[src/rtl/rcs_pkg.sv]
// Shared types, codes and constants of the ring cadence sequencer.
package rcs_pkg;

   localparam int TIME_WIDTH_DEFAULT = 32;

   localparam int CSR_ADDR_W = 4;
   localparam int CSR_DATA_W = 32;
   localparam int REQ_DATA_W = 72;
   localparam int REQ_USER_W = 2;
   localparam int RSP_DATA_W = 16;

   localparam int NOW_W      = 32;
   localparam int DELAY_W    = 12;
   localparam int DUR_W      = 16;
   localparam int RINGS_W    = 4;
   localparam int PCT_W      = 7;
   localparam int FRAC_W     = 16;
   localparam int WAIT_W     = 22;
   localparam int LO_W       = 13;
   localparam int CUT_PROD_W = DUR_W + PCT_W;
   localparam int RECIP_W    = 24;
   localparam int RECIP_SH   = 30;
   localparam int CUT_W      = 17;
   localparam int WPROD_W    = WAIT_W + FRAC_W;

   localparam int MS_PER_S          = 1000;
   localparam int MIN_WAIT_MS       = 5000;
   localparam int DONE_PAUSE_MS     = 1000;
   localparam int RECIP_100         = 10737419;
   localparam int MAX_DELAY_DEFAULT = 60;
   localparam int RING_ON_DEFAULT   = 2000;
   localparam int RING_GAP_DEFAULT  = 4000;

   localparam logic [1:0] REG_MAX_DELAY = 2'd0;
   localparam logic [1:0] REG_RING_ON   = 2'd1;
   localparam logic [1:0] REG_RING_GAP  = 2'd2;

   typedef enum logic [1:0] {
      OP_TICK  = 2'd0,
      OP_START = 2'd1,
      OP_STOP  = 2'd2
   } op_type;

   typedef enum logic [2:0] {
      PH_IDLE     = 3'd0,
      PH_RING_ON  = 3'd1,
      PH_SILENT   = 3'd2,
      PH_DONE     = 3'd3,
      PH_WAITING  = 3'd4
   } phase_type;

   typedef struct packed {
      logic [FRAC_W-1:0]  draw_fraction;
      logic [PCT_W-1:0]   draw_percent;
      logic               draw_coin;
      logic [RINGS_W-1:0] draw_rings;
      logic               given_cut;
      logic [RINGS_W-1:0] given_rings;
      logic               may_start;
      logic [NOW_W-1:0]   now_ms;
   } req_type;

   typedef struct packed {
      logic [RINGS_W-1:0] ring_number;
      logic               busy_res;
      logic               ringing;
      phase_type          phase;
      logic               relay_on;
   } rsp_type;

   typedef struct packed {
      logic capture;
      logic calc1;
      logic calc2;
      logic commit;
   } cmd_type;

endpackage

[src/rtl/ring_cadence_sequencer_top.sv]
// Top level of the ring cadence sequencer: request and response streams and register port.
//
// Each request (a tick, an explicit call start or a stop, with the current millisecond
// time) produces exactly one response giving the relay drive, the cadence phase and the
// ring number after the update. From acceptance to its response a request is captured,
// passes through two multiplier stages that scale the random wait and the shortened final
// ring, and then updates the cadence state. The next request is accepted once the previous
// one has been committed; a response that has not yet been taken only holds up the commit of
// the following request. Registers must be written while no request is in flight.
module ring_cadence_sequencer_top #(
   parameter int TIME_WIDTH = rcs_pkg::TIME_WIDTH_DEFAULT
) (
   input  logic                           clock,
   input  logic                           reset,
   input  logic                           req_tvalid,
   output logic                           req_tready,
   // now_ms[31:0], may_start[32], given_rings[36:33], given_cut[37], draw_rings[41:38],
   // draw_coin[42], draw_percent[49:43], draw_fraction[65:50], zero padding above.
   input  logic [rcs_pkg::REQ_DATA_W-1:0] req_tdata,
   // operation[1:0].
   input  logic [rcs_pkg::REQ_USER_W-1:0] req_tuser,
   output logic                           rsp_tvalid,
   input  logic                           rsp_tready,
   // relay_on[0], phase[3:1], ringing[4], busy_res[5], ring_number[9:6], zero padding above.
   output logic [rcs_pkg::RSP_DATA_W-1:0] rsp_tdata,
   input  logic                           csr_psel,
   input  logic                           csr_penable,
   input  logic                           csr_pwrite,
   input  logic [rcs_pkg::CSR_ADDR_W-1:0] csr_paddr,
   input  logic [rcs_pkg::CSR_DATA_W-1:0] csr_pwdata,
   output logic [rcs_pkg::CSR_DATA_W-1:0] csr_prdata,
   output logic                           csr_pready
);

   rcs_pkg::cmd_type cmd;
   rcs_pkg::req_type req_data;
   rcs_pkg::rsp_type rsp_data;
   logic             csr_wr_en;

   assign csr_pready = 1'b1;
   assign csr_wr_en  = csr_psel && csr_penable && csr_pwrite && csr_pready;
   assign req_data   = req_tdata[$bits(rcs_pkg::req_type)-1:0];
   assign rsp_tdata  = rcs_pkg::RSP_DATA_W'(rsp_data);

   rcs_ctrl u_ctrl (
      .clock      (clock),
      .reset      (reset),
      .req_tvalid (req_tvalid),
      .req_tready (req_tready),
      .rsp_tvalid (rsp_tvalid),
      .rsp_tready (rsp_tready),
      .cmd        (cmd)
   );

   rcs_datapath #(
      .TIME_WIDTH (TIME_WIDTH)
   ) u_datapath (
      .clock     (clock),
      .reset     (reset),
      .cmd       (cmd),
      .req_op    (req_tuser),
      .req_data  (req_data),
      .csr_wr_en (csr_wr_en),
      .csr_index (csr_paddr[3:2]),
      .csr_wdata (csr_pwdata),
      .csr_rdata (csr_prdata),
      .rsp_data  (rsp_data)
   );

   a_accept_blocks: assert property (@(posedge clock) disable iff (reset)
      (req_tvalid && req_tready) |=> !req_tready)
      else $error("A request was accepted while another was still in flight.");

   a_relay_phase: assert property (@(posedge clock) disable iff (reset)
      rsp_tvalid |-> (rsp_data.relay_on == (rsp_data.phase == rcs_pkg::PH_RING_ON)))
      else $error("Relay drive disagrees with the ring-on phase.");

   a_busy_flag: assert property (@(posedge clock) disable iff (reset)
      rsp_tvalid |-> (rsp_data.busy_res == ((rsp_data.phase != rcs_pkg::PH_IDLE)
                                         && (rsp_data.phase != rcs_pkg::PH_WAITING))))
      else $error("Busy flag disagrees with the phase.");

endmodule

[src/rtl/rcs_ctrl.sv]
// Controller state machine that sequences one request through the datapath.
module rcs_ctrl (
   input  logic             clock,
   input  logic             reset,
   input  logic             req_tvalid,
   output logic             req_tready,
   output logic             rsp_tvalid,
   input  logic             rsp_tready,
   output rcs_pkg::cmd_type cmd
);

   typedef enum logic [1:0] {
      S_IDLE,
      S_CALC1,
      S_CALC2,
      S_COMMIT
   } state_type;

   state_type state_ff, state_in;
   logic      rsp_valid_ff, rsp_valid_in;
   logic      slot_free;

   assign slot_free  = !rsp_valid_ff || rsp_tready;
   assign req_tready = (state_ff == S_IDLE);
   assign rsp_tvalid = rsp_valid_ff;

   always_comb begin
      cmd.capture = req_tvalid && (state_ff == S_IDLE);
      cmd.calc1   = (state_ff == S_CALC1);
      cmd.calc2   = (state_ff == S_CALC2);
      cmd.commit  = (state_ff == S_COMMIT) && slot_free;
   end

   always_comb begin
      state_in     = state_ff;
      rsp_valid_in = rsp_valid_ff && !rsp_tready;
      case (state_ff)
         S_IDLE: begin
            if (req_tvalid) begin
               state_in = S_CALC1;
            end
         end
         S_CALC1: state_in = S_CALC2;
         S_CALC2: state_in = S_COMMIT;
         S_COMMIT: begin
            if (slot_free) begin
               state_in     = S_IDLE;
               rsp_valid_in = 1'b1;
            end
         end
         default: state_in = S_IDLE;
      endcase
   end

   always_ff @(posedge clock) begin
      if (reset) begin
         state_ff     <= S_IDLE;
         rsp_valid_ff <= 1'b0;
      end else begin
         state_ff     <= state_in;
         rsp_valid_ff <= rsp_valid_in;
      end
   end

endmodule

[src/rtl/rcs_datapath.sv]
// Datapath: cadence state, configuration registers, wait and cut-length arithmetic.
module rcs_datapath #(
   parameter int TIME_WIDTH = rcs_pkg::TIME_WIDTH_DEFAULT
) (
   input  logic                          clock,
   input  logic                          reset,
   input  rcs_pkg::cmd_type              cmd,
   input  logic [rcs_pkg::REQ_USER_W-1:0] req_op,
   input  rcs_pkg::req_type              req_data,
   input  logic                          csr_wr_en,
   input  logic [1:0]                    csr_index,
   input  logic [rcs_pkg::CSR_DATA_W-1:0] csr_wdata,
   output logic [rcs_pkg::CSR_DATA_W-1:0] csr_rdata,
   output rcs_pkg::rsp_type              rsp_data
);

   localparam int CMP_W = (TIME_WIDTH > rcs_pkg::WAIT_W) ? TIME_WIDTH : rcs_pkg::WAIT_W;

   // Configuration registers.
   logic [rcs_pkg::DELAY_W-1:0] max_delay_ff;
   logic [rcs_pkg::DUR_W-1:0]   ring_on_ff, ring_on_in;
   logic [rcs_pkg::DUR_W-1:0]   ring_gap_ff, ring_gap_in;

   // Captured request.
   logic [rcs_pkg::REQ_USER_W-1:0] op_ff;
   rcs_pkg::req_type               req_ff;

   // Arithmetic pipeline.
   logic [rcs_pkg::WAIT_W-1:0]     hi_ff;
   logic [rcs_pkg::CUT_PROD_W-1:0] cut_prod_ff;
   logic [rcs_pkg::LO_W-1:0]       lo_ff;
   logic [rcs_pkg::WPROD_W-1:0]    wait_prod_ff;
   logic [rcs_pkg::CUT_W-1:0]      cut_dur_ff;

   logic [rcs_pkg::WAIT_W-1:0]     lo_full;
   logic [rcs_pkg::WAIT_W-1:0]     span;
   logic [rcs_pkg::CUT_PROD_W+rcs_pkg::RECIP_W-1:0] cut_quot;

   // Cadence state.
   rcs_pkg::phase_type          phase_ff, phase_in;
   logic [TIME_WIDTH-1:0]       last_ff, last_in;
   logic [rcs_pkg::WAIT_W-1:0]  wait_ff, wait_in;
   logic [rcs_pkg::RINGS_W-1:0] index_ff, index_in;
   logic [rcs_pkg::RINGS_W-1:0] total_ff, total_in;
   logic                        cut_ff, cut_in;
   logic                        relay_ff, relay_in;
   rcs_pkg::rsp_type            out_ff, out_in;

   logic [TIME_WIDTH-1:0]       now_t;
   logic [TIME_WIDTH-1:0]       elapsed;
   logic [CMP_W-1:0]            el;
   logic [CMP_W-1:0]            dur;
   logic [rcs_pkg::WAIT_W-1:0]  wait_full;

   assign lo_full  = (hi_ff <= rcs_pkg::WAIT_W'(rcs_pkg::MIN_WAIT_MS))
                     ? (hi_ff >> 1) : rcs_pkg::WAIT_W'(rcs_pkg::MIN_WAIT_MS);
   assign span     = hi_ff - lo_full + rcs_pkg::WAIT_W'(1);
   assign cut_quot = (rcs_pkg::CUT_PROD_W+rcs_pkg::RECIP_W)'(cut_prod_ff)
                     * (rcs_pkg::CUT_PROD_W+rcs_pkg::RECIP_W)'(rcs_pkg::RECIP_100);

   always_ff @(posedge clock) begin
      if (cmd.capture) begin
         op_ff  <= req_op;
         req_ff <= req_data;
      end
      if (cmd.calc1) begin
         hi_ff       <= rcs_pkg::WAIT_W'(max_delay_ff) * rcs_pkg::WAIT_W'(rcs_pkg::MS_PER_S);
         cut_prod_ff <= rcs_pkg::CUT_PROD_W'(ring_on_ff)
                        * rcs_pkg::CUT_PROD_W'(req_ff.draw_percent);
      end
      if (cmd.calc2) begin
         lo_ff        <= lo_full[rcs_pkg::LO_W-1:0];
         wait_prod_ff <= rcs_pkg::WPROD_W'(span) * rcs_pkg::WPROD_W'(req_ff.draw_fraction);
         cut_dur_ff   <= cut_quot[rcs_pkg::RECIP_SH +: rcs_pkg::CUT_W];
      end
      if (cmd.commit) begin
         out_ff <= out_in;
      end
   end

   assign now_t     = TIME_WIDTH'(req_ff.now_ms);
   assign elapsed   = now_t - last_ff;
   assign el        = CMP_W'(elapsed);
   assign wait_full = rcs_pkg::WAIT_W'(lo_ff)
                      + wait_prod_ff[rcs_pkg::FRAC_W +: rcs_pkg::WAIT_W];
   assign dur       = (index_ff == total_ff && cut_ff) ? CMP_W'(cut_dur_ff)
                                                       : CMP_W'(ring_on_ff);

   always_comb begin
      phase_in    = phase_ff;
      last_in     = last_ff;
      wait_in     = wait_ff;
      index_in    = index_ff;
      total_in    = total_ff;
      cut_in      = cut_ff;
      relay_in    = relay_ff;
      ring_on_in  = ring_on_ff;
      ring_gap_in = ring_gap_ff;
      case (op_ff)
         rcs_pkg::OP_START: begin
            ring_on_in  = rcs_pkg::DUR_W'(rcs_pkg::RING_ON_DEFAULT);
            ring_gap_in = rcs_pkg::DUR_W'(rcs_pkg::RING_GAP_DEFAULT);
            total_in    = req_ff.given_rings;
            index_in    = rcs_pkg::RINGS_W'(1);
            cut_in      = req_ff.given_cut;
            relay_in    = 1'b1;
            phase_in    = rcs_pkg::PH_RING_ON;
            last_in     = now_t;
         end
         rcs_pkg::OP_STOP: begin
            relay_in = 1'b0;
            phase_in = rcs_pkg::PH_IDLE;
            wait_in  = wait_full;
            last_in  = now_t;
         end
         rcs_pkg::OP_TICK: begin
            case (phase_ff)
               rcs_pkg::PH_RING_ON: begin
                  if (el >= dur) begin
                     relay_in = 1'b0;
                     phase_in = (index_ff >= total_ff) ? rcs_pkg::PH_DONE
                                                       : rcs_pkg::PH_SILENT;
                     last_in  = now_t;
                  end
               end
               rcs_pkg::PH_SILENT: begin
                  if (el >= CMP_W'(ring_gap_ff)) begin
                     index_in = index_ff + rcs_pkg::RINGS_W'(1);
                     relay_in = 1'b1;
                     phase_in = rcs_pkg::PH_RING_ON;
                     last_in  = now_t;
                  end
               end
               rcs_pkg::PH_DONE: begin
                  if (el >= CMP_W'(rcs_pkg::DONE_PAUSE_MS)) begin
                     phase_in = rcs_pkg::PH_WAITING;
                     wait_in  = wait_full;
                     last_in  = now_t;
                  end
               end
               rcs_pkg::PH_WAITING: begin
                  if (el >= CMP_W'(wait_ff)) begin
                     phase_in = rcs_pkg::PH_IDLE;
                     wait_in  = wait_full;
                     last_in  = now_t;
                  end
               end
               default: begin
                  if (el >= CMP_W'(wait_ff)) begin
                     if (req_ff.may_start) begin
                        total_in = req_ff.draw_rings;
                        index_in = rcs_pkg::RINGS_W'(1);
                        cut_in   = req_ff.draw_coin;
                        relay_in = 1'b1;
                        phase_in = rcs_pkg::PH_RING_ON;
                        last_in  = now_t;
                     end else begin
                        wait_in = wait_full >> 2;
                        last_in = now_t;
                     end
                  end
               end
            endcase
         end
         default: ;
      endcase
   end

   always_comb begin
      out_in.relay_on    = relay_in;
      out_in.phase       = phase_in;
      out_in.ringing     = (phase_in == rcs_pkg::PH_RING_ON);
      out_in.busy_res    = (phase_in != rcs_pkg::PH_IDLE) && (phase_in != rcs_pkg::PH_WAITING);
      out_in.ring_number = index_in;
   end

   always_ff @(posedge clock) begin
      if (reset) begin
         phase_ff     <= rcs_pkg::PH_IDLE;
         last_ff      <= '0;
         wait_ff      <= '0;
         index_ff     <= '0;
         total_ff     <= '0;
         cut_ff       <= 1'b0;
         relay_ff     <= 1'b0;
         max_delay_ff <= rcs_pkg::DELAY_W'(rcs_pkg::MAX_DELAY_DEFAULT);
         ring_on_ff   <= rcs_pkg::DUR_W'(rcs_pkg::RING_ON_DEFAULT);
         ring_gap_ff  <= rcs_pkg::DUR_W'(rcs_pkg::RING_GAP_DEFAULT);
      end else begin
         if (cmd.commit) begin
            phase_ff    <= phase_in;
            last_ff     <= last_in;
            wait_ff     <= wait_in;
            index_ff    <= index_in;
            total_ff    <= total_in;
            cut_ff      <= cut_in;
            relay_ff    <= relay_in;
            ring_on_ff  <= ring_on_in;
            ring_gap_ff <= ring_gap_in;
         end else if (csr_wr_en) begin
            case (csr_index)
               rcs_pkg::REG_MAX_DELAY: max_delay_ff <= csr_wdata[rcs_pkg::DELAY_W-1:0];
               rcs_pkg::REG_RING_ON:   ring_on_ff   <= csr_wdata[rcs_pkg::DUR_W-1:0];
               rcs_pkg::REG_RING_GAP:  ring_gap_ff  <= csr_wdata[rcs_pkg::DUR_W-1:0];
               default: ;
            endcase
         end
      end
   end

   always_comb begin
      case (csr_index)
         rcs_pkg::REG_MAX_DELAY: csr_rdata = rcs_pkg::CSR_DATA_W'(max_delay_ff);
         rcs_pkg::REG_RING_ON:   csr_rdata = rcs_pkg::CSR_DATA_W'(ring_on_ff);
         rcs_pkg::REG_RING_GAP:  csr_rdata = rcs_pkg::CSR_DATA_W'(ring_gap_ff);
         default:                csr_rdata = '0;
      endcase
   end

   assign rsp_data = out_ff;

endmodule

[config.mk]
export PLATFORM = sky130hd
export DESIGN_NAME = ring_cadence_sequencer_top
export DESIGN_NICKNAME = d
export VERILOG_FILES = /design/src/rtl/rcs_pkg.sv /design/src/rtl/ring_cadence_sequencer_top.sv /design/src/rtl/rcs_ctrl.sv /design/src/rtl/rcs_datapath.sv
export SDC_FILE = /design/constraint.sdc
export NUM_CORES = 2
export LEC_CHECK = 0
export BUFFER_PORTS_ARGS = -buffer_cell sky130_fd_sc_hd__buf_2
export CORE_UTILIZATION = 65
export CTS_BUF_LIST = sky130_fd_sc_hd__clkbuf_16
export CTS_CLUSTER_DIAMETER = 30
export DETAILED_ROUTE_END_ITERATION = 12
export PLACE_DENSITY = 0.83
export SLEW_MARGIN = 20
export SYNTH_ARGS = -nofsm -noshare
export SYNTH_HDL_FRONTEND = slang
export SYNTH_SLANG_ARGS = --single-unit
[constraint.sdc]
create_clock -name clock -period 10.8 [get_ports clock]
set_clock_uncertainty 0.15 [all_clocks]
set_input_delay 1.62 -clock clock [delete_from_list [all_inputs] [get_ports clock]]
set_output_delay 1.62 -clock clock [all_outputs]
set_load 0.005 [all_outputs]
Yosys cells after proc, flatten, opt, wreduce, memory -nomap -nowiden
Index checks and enable logic that the tools add are counted.
- flip-flop bits (word level): 302
- input bits: 117
- output and inout port bits: 51
- logic and storage cells: 163
- $add $sub $neg: 5
- $mul: 4
- magnitude comparators: 6
- equal/unequal tests: 28
- mux-type cells: 56
- bitwise gates (word level): 1
- reductions and logical operators: 32
- operators by type and width (operator ; number):
    $mux W16 ; 8
    $mux W32 ; 4
    $pmux W32 S3 ; 1
    $mux W22 ; 4
    $pmux W22 S3 ; 1
    $pmux W32 S2 ; 1
    $pmux W16 S3 ; 1
    $mul A23 B24 Y47 const B ; 1
    $pmux W22 S2 ; 1
    $mul A22 B16 Y38 ; 1
    $ge A32 B10 Y1 const B ; 1
    $ge A32 B16 Y1 ; 1
    $ge A32 B22 Y1 ; 1
    $ge A32 B32 Y1 ; 1
    $sub A32 B32 Y32 ; 1
    $mux W4 ; 6
    $pmux W4 S2 ; 3
    $mul A16 B7 Y23 ; 1
    $add A13 B22 Y22 ; 1
    $add A22 B1 Y22 const B ; 1
    $le A22 B13 Y1 const B ; 1
    $sub A22 B22 Y22 ; 1
    $mux W21 ; 1
    $mul A12 B7 Y19 const B ; 1
    39 further kinds ; 88

Longest topological paths before layout
- word-level depth: 9
- gate-level depth with buffers: 40
- mapped depth without buffers: 39

By module
From an unflattened synthesis, not the netlist that was laid out.
- cell total of the unflattened synthesis: 4184
- area total of the unflattened synthesis: 40152.3 um^2
- by module, submodules not included (module ; times used ; cells each ; area an instance (um^2) ; seq. area each (um^2)):
    rcs_datapath ; 1 ; 4152 ; 39865.7 ; 7327.0
    rcs_ctrl ; 1 ; 22 ; 220.2 ; 60.1
    ring_cadence_sequencer_top ; 1 ; 10 ; 66.3 ; 0.0

Worst setup path after synthesis
Ideal clock, no wire load.
- path kind: register to register
- start point: reg u_datapath.hi_ff[15] in the netlist's numbering
- end point: reg u_datapath.wait_prod_ff[34] in the netlist's numbering (data pin)
- arrival: 9.173 ns
- slack: 1.218 ns
- cell stages (with the launch flop): 38
- path buffers: 1
- clock period less this slack: 9.582 ns
- cells stage by stage: edfxtp_1 nor4_1 nand4_1 nor2_1 nand2_1 ha_1 a21o_1 a21o_1 a41o_1 a21oi_1 o21bai_1 a21oi_1 nor2b_1 nor2_1 xnor2_1 clkbuf_1 nand2_1 fa_1 [... 2 more ...] fa_1 fa_1 inv_1 fa_1 fa_1 inv_1 ha_1 o21ai_0 a2111oi_0 nand4_1 o21ai_0 o211ai_1 a21boi_0 a41oi_1 a21boi_0 o21a_1 nor2_1 xnor2_1
- longest elaborated chain between the ends: 5
- RTL lines (element ; line ; text):
    start: declaration ; rcs_datapath.sv:29 ; logic [rcs_pkg::WAIT_W-1:0] hi_ff;
    start signal: assignment ; rcs_datapath.sv:67 ; hi_ff <= rcs_pkg::WAIT_W'(max_delay_ff) * rcs_pkg::WAIT_W'(rcs_pkg::MS_PER_S);
    $le A22 B13 Y1 ; rcs_datapath.sv:55 ; assign lo_full = (hi_ff <= rcs_pkg::WAIT_W'(rcs_pkg::MIN_WAIT_MS))
    $mux W21 ; rcs_datapath.sv:56 ; ? (hi_ff >> 1) : rcs_pkg::WAIT_W'(rcs_pkg::MIN_WAIT_MS);
    $sub A22 B22 Y22 * ; rcs_datapath.sv:57 ; assign span = hi_ff - lo_full + rcs_pkg::WAIT_W'(1);
    $add A22 B1 Y22 * ; rcs_datapath.sv:57 ;
    $mul A22 B16 Y38 * ; rcs_datapath.sv:73 ; wait_prod_ff <= rcs_pkg::WPROD_W'(span) * rcs_pkg::WPROD_W'(req_ff.draw_fraction);
    end signal: assignment ; rcs_datapath.sv:73 ;
    end: declaration ; rcs_datapath.sv:32 ; logic [rcs_pkg::WPROD_W-1:0] wait_prod_ff;
Every way passes the cells marked *; elsewhere a longest branch is shown, timed or not.
A chain may end at the register's enable or synchronous reset.

Final worst setup path
- start point: reg u_datapath.hi_ff[15] in the netlist's numbering
- end point: reg u_datapath.wait_prod_ff[37] in the netlist's numbering (data pin)
The elaborated chain is that of the path after synthesis.

==> results.cfg <==
[critical_path]
max_stage_delay_ns = 0.55
arrival_ns = 10.45
crit_required_ns = 11.00
crit_buf_inv = 4
cp_max_fo = 5
worstSetupPathType = flop to flop
cpMaxStageDelayCell = fa_1
critPathCaptureType = flop
crit_family = adder cells
cpMostUsedCell = fa_1
crit_path_start_kind = flop

[synthesis]
ys_seq_elements = 284
synth_ff_type = edfxtp_1
synthCells = 4186
seq_area_frac_synth_pct = 18.41
synth_edf_count = 170
syn_area_um2 = 40120
synth.distinct_cells = 83
avgSynthCellArea_um2 = 9.585
async_reset_ff_share_pct = 0
synth_warnings = 0

[routing]
finalWirelength_mm = 98.92
ant_nets = 0
routedWlPerCell_um = 19.34
met2WireLength_mm = 45.61
vias_per_cell = 5.914
wirelength_met1_mm = 39.34
dr_total_vias = 30250
drc = 0
highest_layer = met5
met3WireLength_mm = 10.47
drt_first_pass_iters = 8
drt_iter0_drc = 2583

[placed_design]
placed_cell_area_um2 = 41360
dp_worst_setup_slack_ns = 0.3744
globalplace.congestion = 0.9713
dpl.hpwl_mm = 76.51
io_buffer_count = 120

[die]
initial_core_util_pct = 66.11
chipWidth_um = 250.5
io-pin-count = 168
die-area_um2 = 62730
core_area_um2 = 60700
die_h_um = 250.5
rows = 90

[cells_and_area]
most-common-layout-cells = 772 x inv_1, 567 x fa_1, 559 x ha_1
layout_commonest_cell = inv_1
layout-drive-gt1-share_pct = 7.575
fin_nets = 5521
ff_latch_area_um2 = 7387
fin_util_pct = 72.18
syn_to_final_growth_pct = 9.187
design_area_um2 = 43810
multi_input_area_um2 = 29260
nFillCells = 4125

[sta]
finalSetupViolCount = 0
hold_viol = 0
drv_slew = 0
timing.fmax_mhz = 97.52
worstMarginPinSlew_ns = 1.041
finalWorstSetupSlack_ns = 0.5457
post-route-period-util_pct = 94.95
fin_crit_ns = 10.25
max-slew-margin-rel_pct = 28.83

[min_path]
hold_path_class = flop to flop

[clock_network]
post_cts_buffers = 0
postCtsHoldBufs = 0
clk_latency_ns = 0.60
cts_tree = built
clkTransAtPathRegs_ns = 0.05
clockBufferDepth = 3
cts_buffers = 70
clkSinkCount = 284
cts_root_buffer = clkbuf_16
htree_levels = 3

[grt]
grt_remaining_overflow = 0
grt_antenna_before_repair = 3
grt_pass1_wl_mm = 162.4
grt_pass1_vias = 32120
grt_max_degree = 74
grt_util_all_layers_pct = 32.76

[flow_run]
cap_violations = 0

[run_status]
status = finished clean
## logic make-up (layout without fill, tap and decap cells)
| kind of cell | count (synthesis) | after routing | share of synthesized area [%] |
|---|---|---|---|
| adders and majority gates | 1128 | 1128 | 45.78 |
| buffers and inverters | 937 | 1052 | 9.143 |
| xor gates and xnor gates | 116 | 116 | 2.532 |
| other | 2 | 33 | 0.01872 |
| AOI/OAI and AO/OA | 540 | 540 | 9.243 |
| DFF | 284 | 284 | 18.41 |
| muxes | 77 | 77 | 1.933 |
| and+or+nand+nor | 1102 | 1102 | 12.94 |
## registers in the layout, summed over array words and instances (netlist names), 10 cells and up
signal / count
u_datapath.req_ff: 34
u_datapath.ring_on_ff: 16
u_datapath.rsp_data: 10
u_datapath.wait_prod_ff: 22
u_datapath.now_t: 32
u_datapath.cut_prod_ff: 23
u_datapath.last_ff: 32
u_datapath.wait_ff: 22
u_datapath.max_delay_ff: 12
u_datapath.lo_ff: 11
u_datapath.cut_dur_ff: 17
u_datapath.ring_gap_ff: 16
u_datapath.hi_ff: 19
## repair_timing
item                                    4_1_cts  5_1_grt
gates resized for setup                       0        6
hold endpoints to repair                      0        0
endpoints found under the setup margin        0        9
## synth_stat cells (all sizes together), types with 60 or more instances
master  instances  area share [%]
nand2         414             3.9
a21oi         152             1.9
fa            567              28
inv           765             7.2
and2          176             2.7
mux2i          73             1.8
edfxtp        170              13
dfxtp         114             5.7
nor2          229             2.1
xnor2          79             1.7
nor3           60            0.75
clkbuf        131             1.2
o21ai         102             1.3
ha            561              17
## worst register-to-register path: cells and delay by family (launching register included)
family | cells | cell delay [ns]
AND/OR/NAND/NOR | 9 | 1.44
XOR/XNOR | 2 | 0.45
buffers and inverters | 4 | 0.32
AO/OA/AOI/OAI | 14 | 3.47
flip-flops | 1 | 0.41
adder cells (fa/ha/maj) | 8 | 3.77
## area by class of cell
| cell class | count | area share, % |
|---|---|---|
| Antenna cell | 2 | 0.01142 |
| Multi-Input combinational cell | 2994 | 66.78 |
| Timing Repair Buffer | 160 | 2.062 |
| Clock inverter | 55 | 1.434 |
| Sequential cell | 284 | 16.86 |
| Tap cell | 782 | 2.233 |
| Inverter | 766 | 6.563 |
| Clock buffer | 71 | 4.056 |
## layer usage
metal  GRT usage, %  up-vias
li1               -    13750
met1          42.93    14840
met2          52.74     1399
met3          8.282      260
met4          11.85        2
met5              0        -
## final timing paths
path,from,cells past startpoint,endpoint,slack [ns]
max,u_datapath.hi_ff[15],37,u_datapath.wait_prod_ff[37],0.55
min,u_datapath.wait_ff[20],2,u_datapath.wait_ff[20],0.32
max reg2reg,u_datapath.hi_ff[15],37,u_datapath.wait_prod_ff[37],0.55
min reg2reg,u_datapath.wait_ff[20],2,u_datapath.wait_ff[20],0.32
## metrics by stage
step	setup TNS, ns	cells	hold slack, ns
3_5_place_dp	0	4986	0.3131
5_1_grt	-0.005516	5113	0.3447
2_1_floorplan	0	4215	0.2774
6_report	0	5114	0.3206
4_1_cts	0	5112	0.3213
3_3_place_gp	0	4986	0.3022
Power is left out: the tool's default activity adds up to more than one toggle a clock period on the data nets, which glitch-free logic cannot reach.
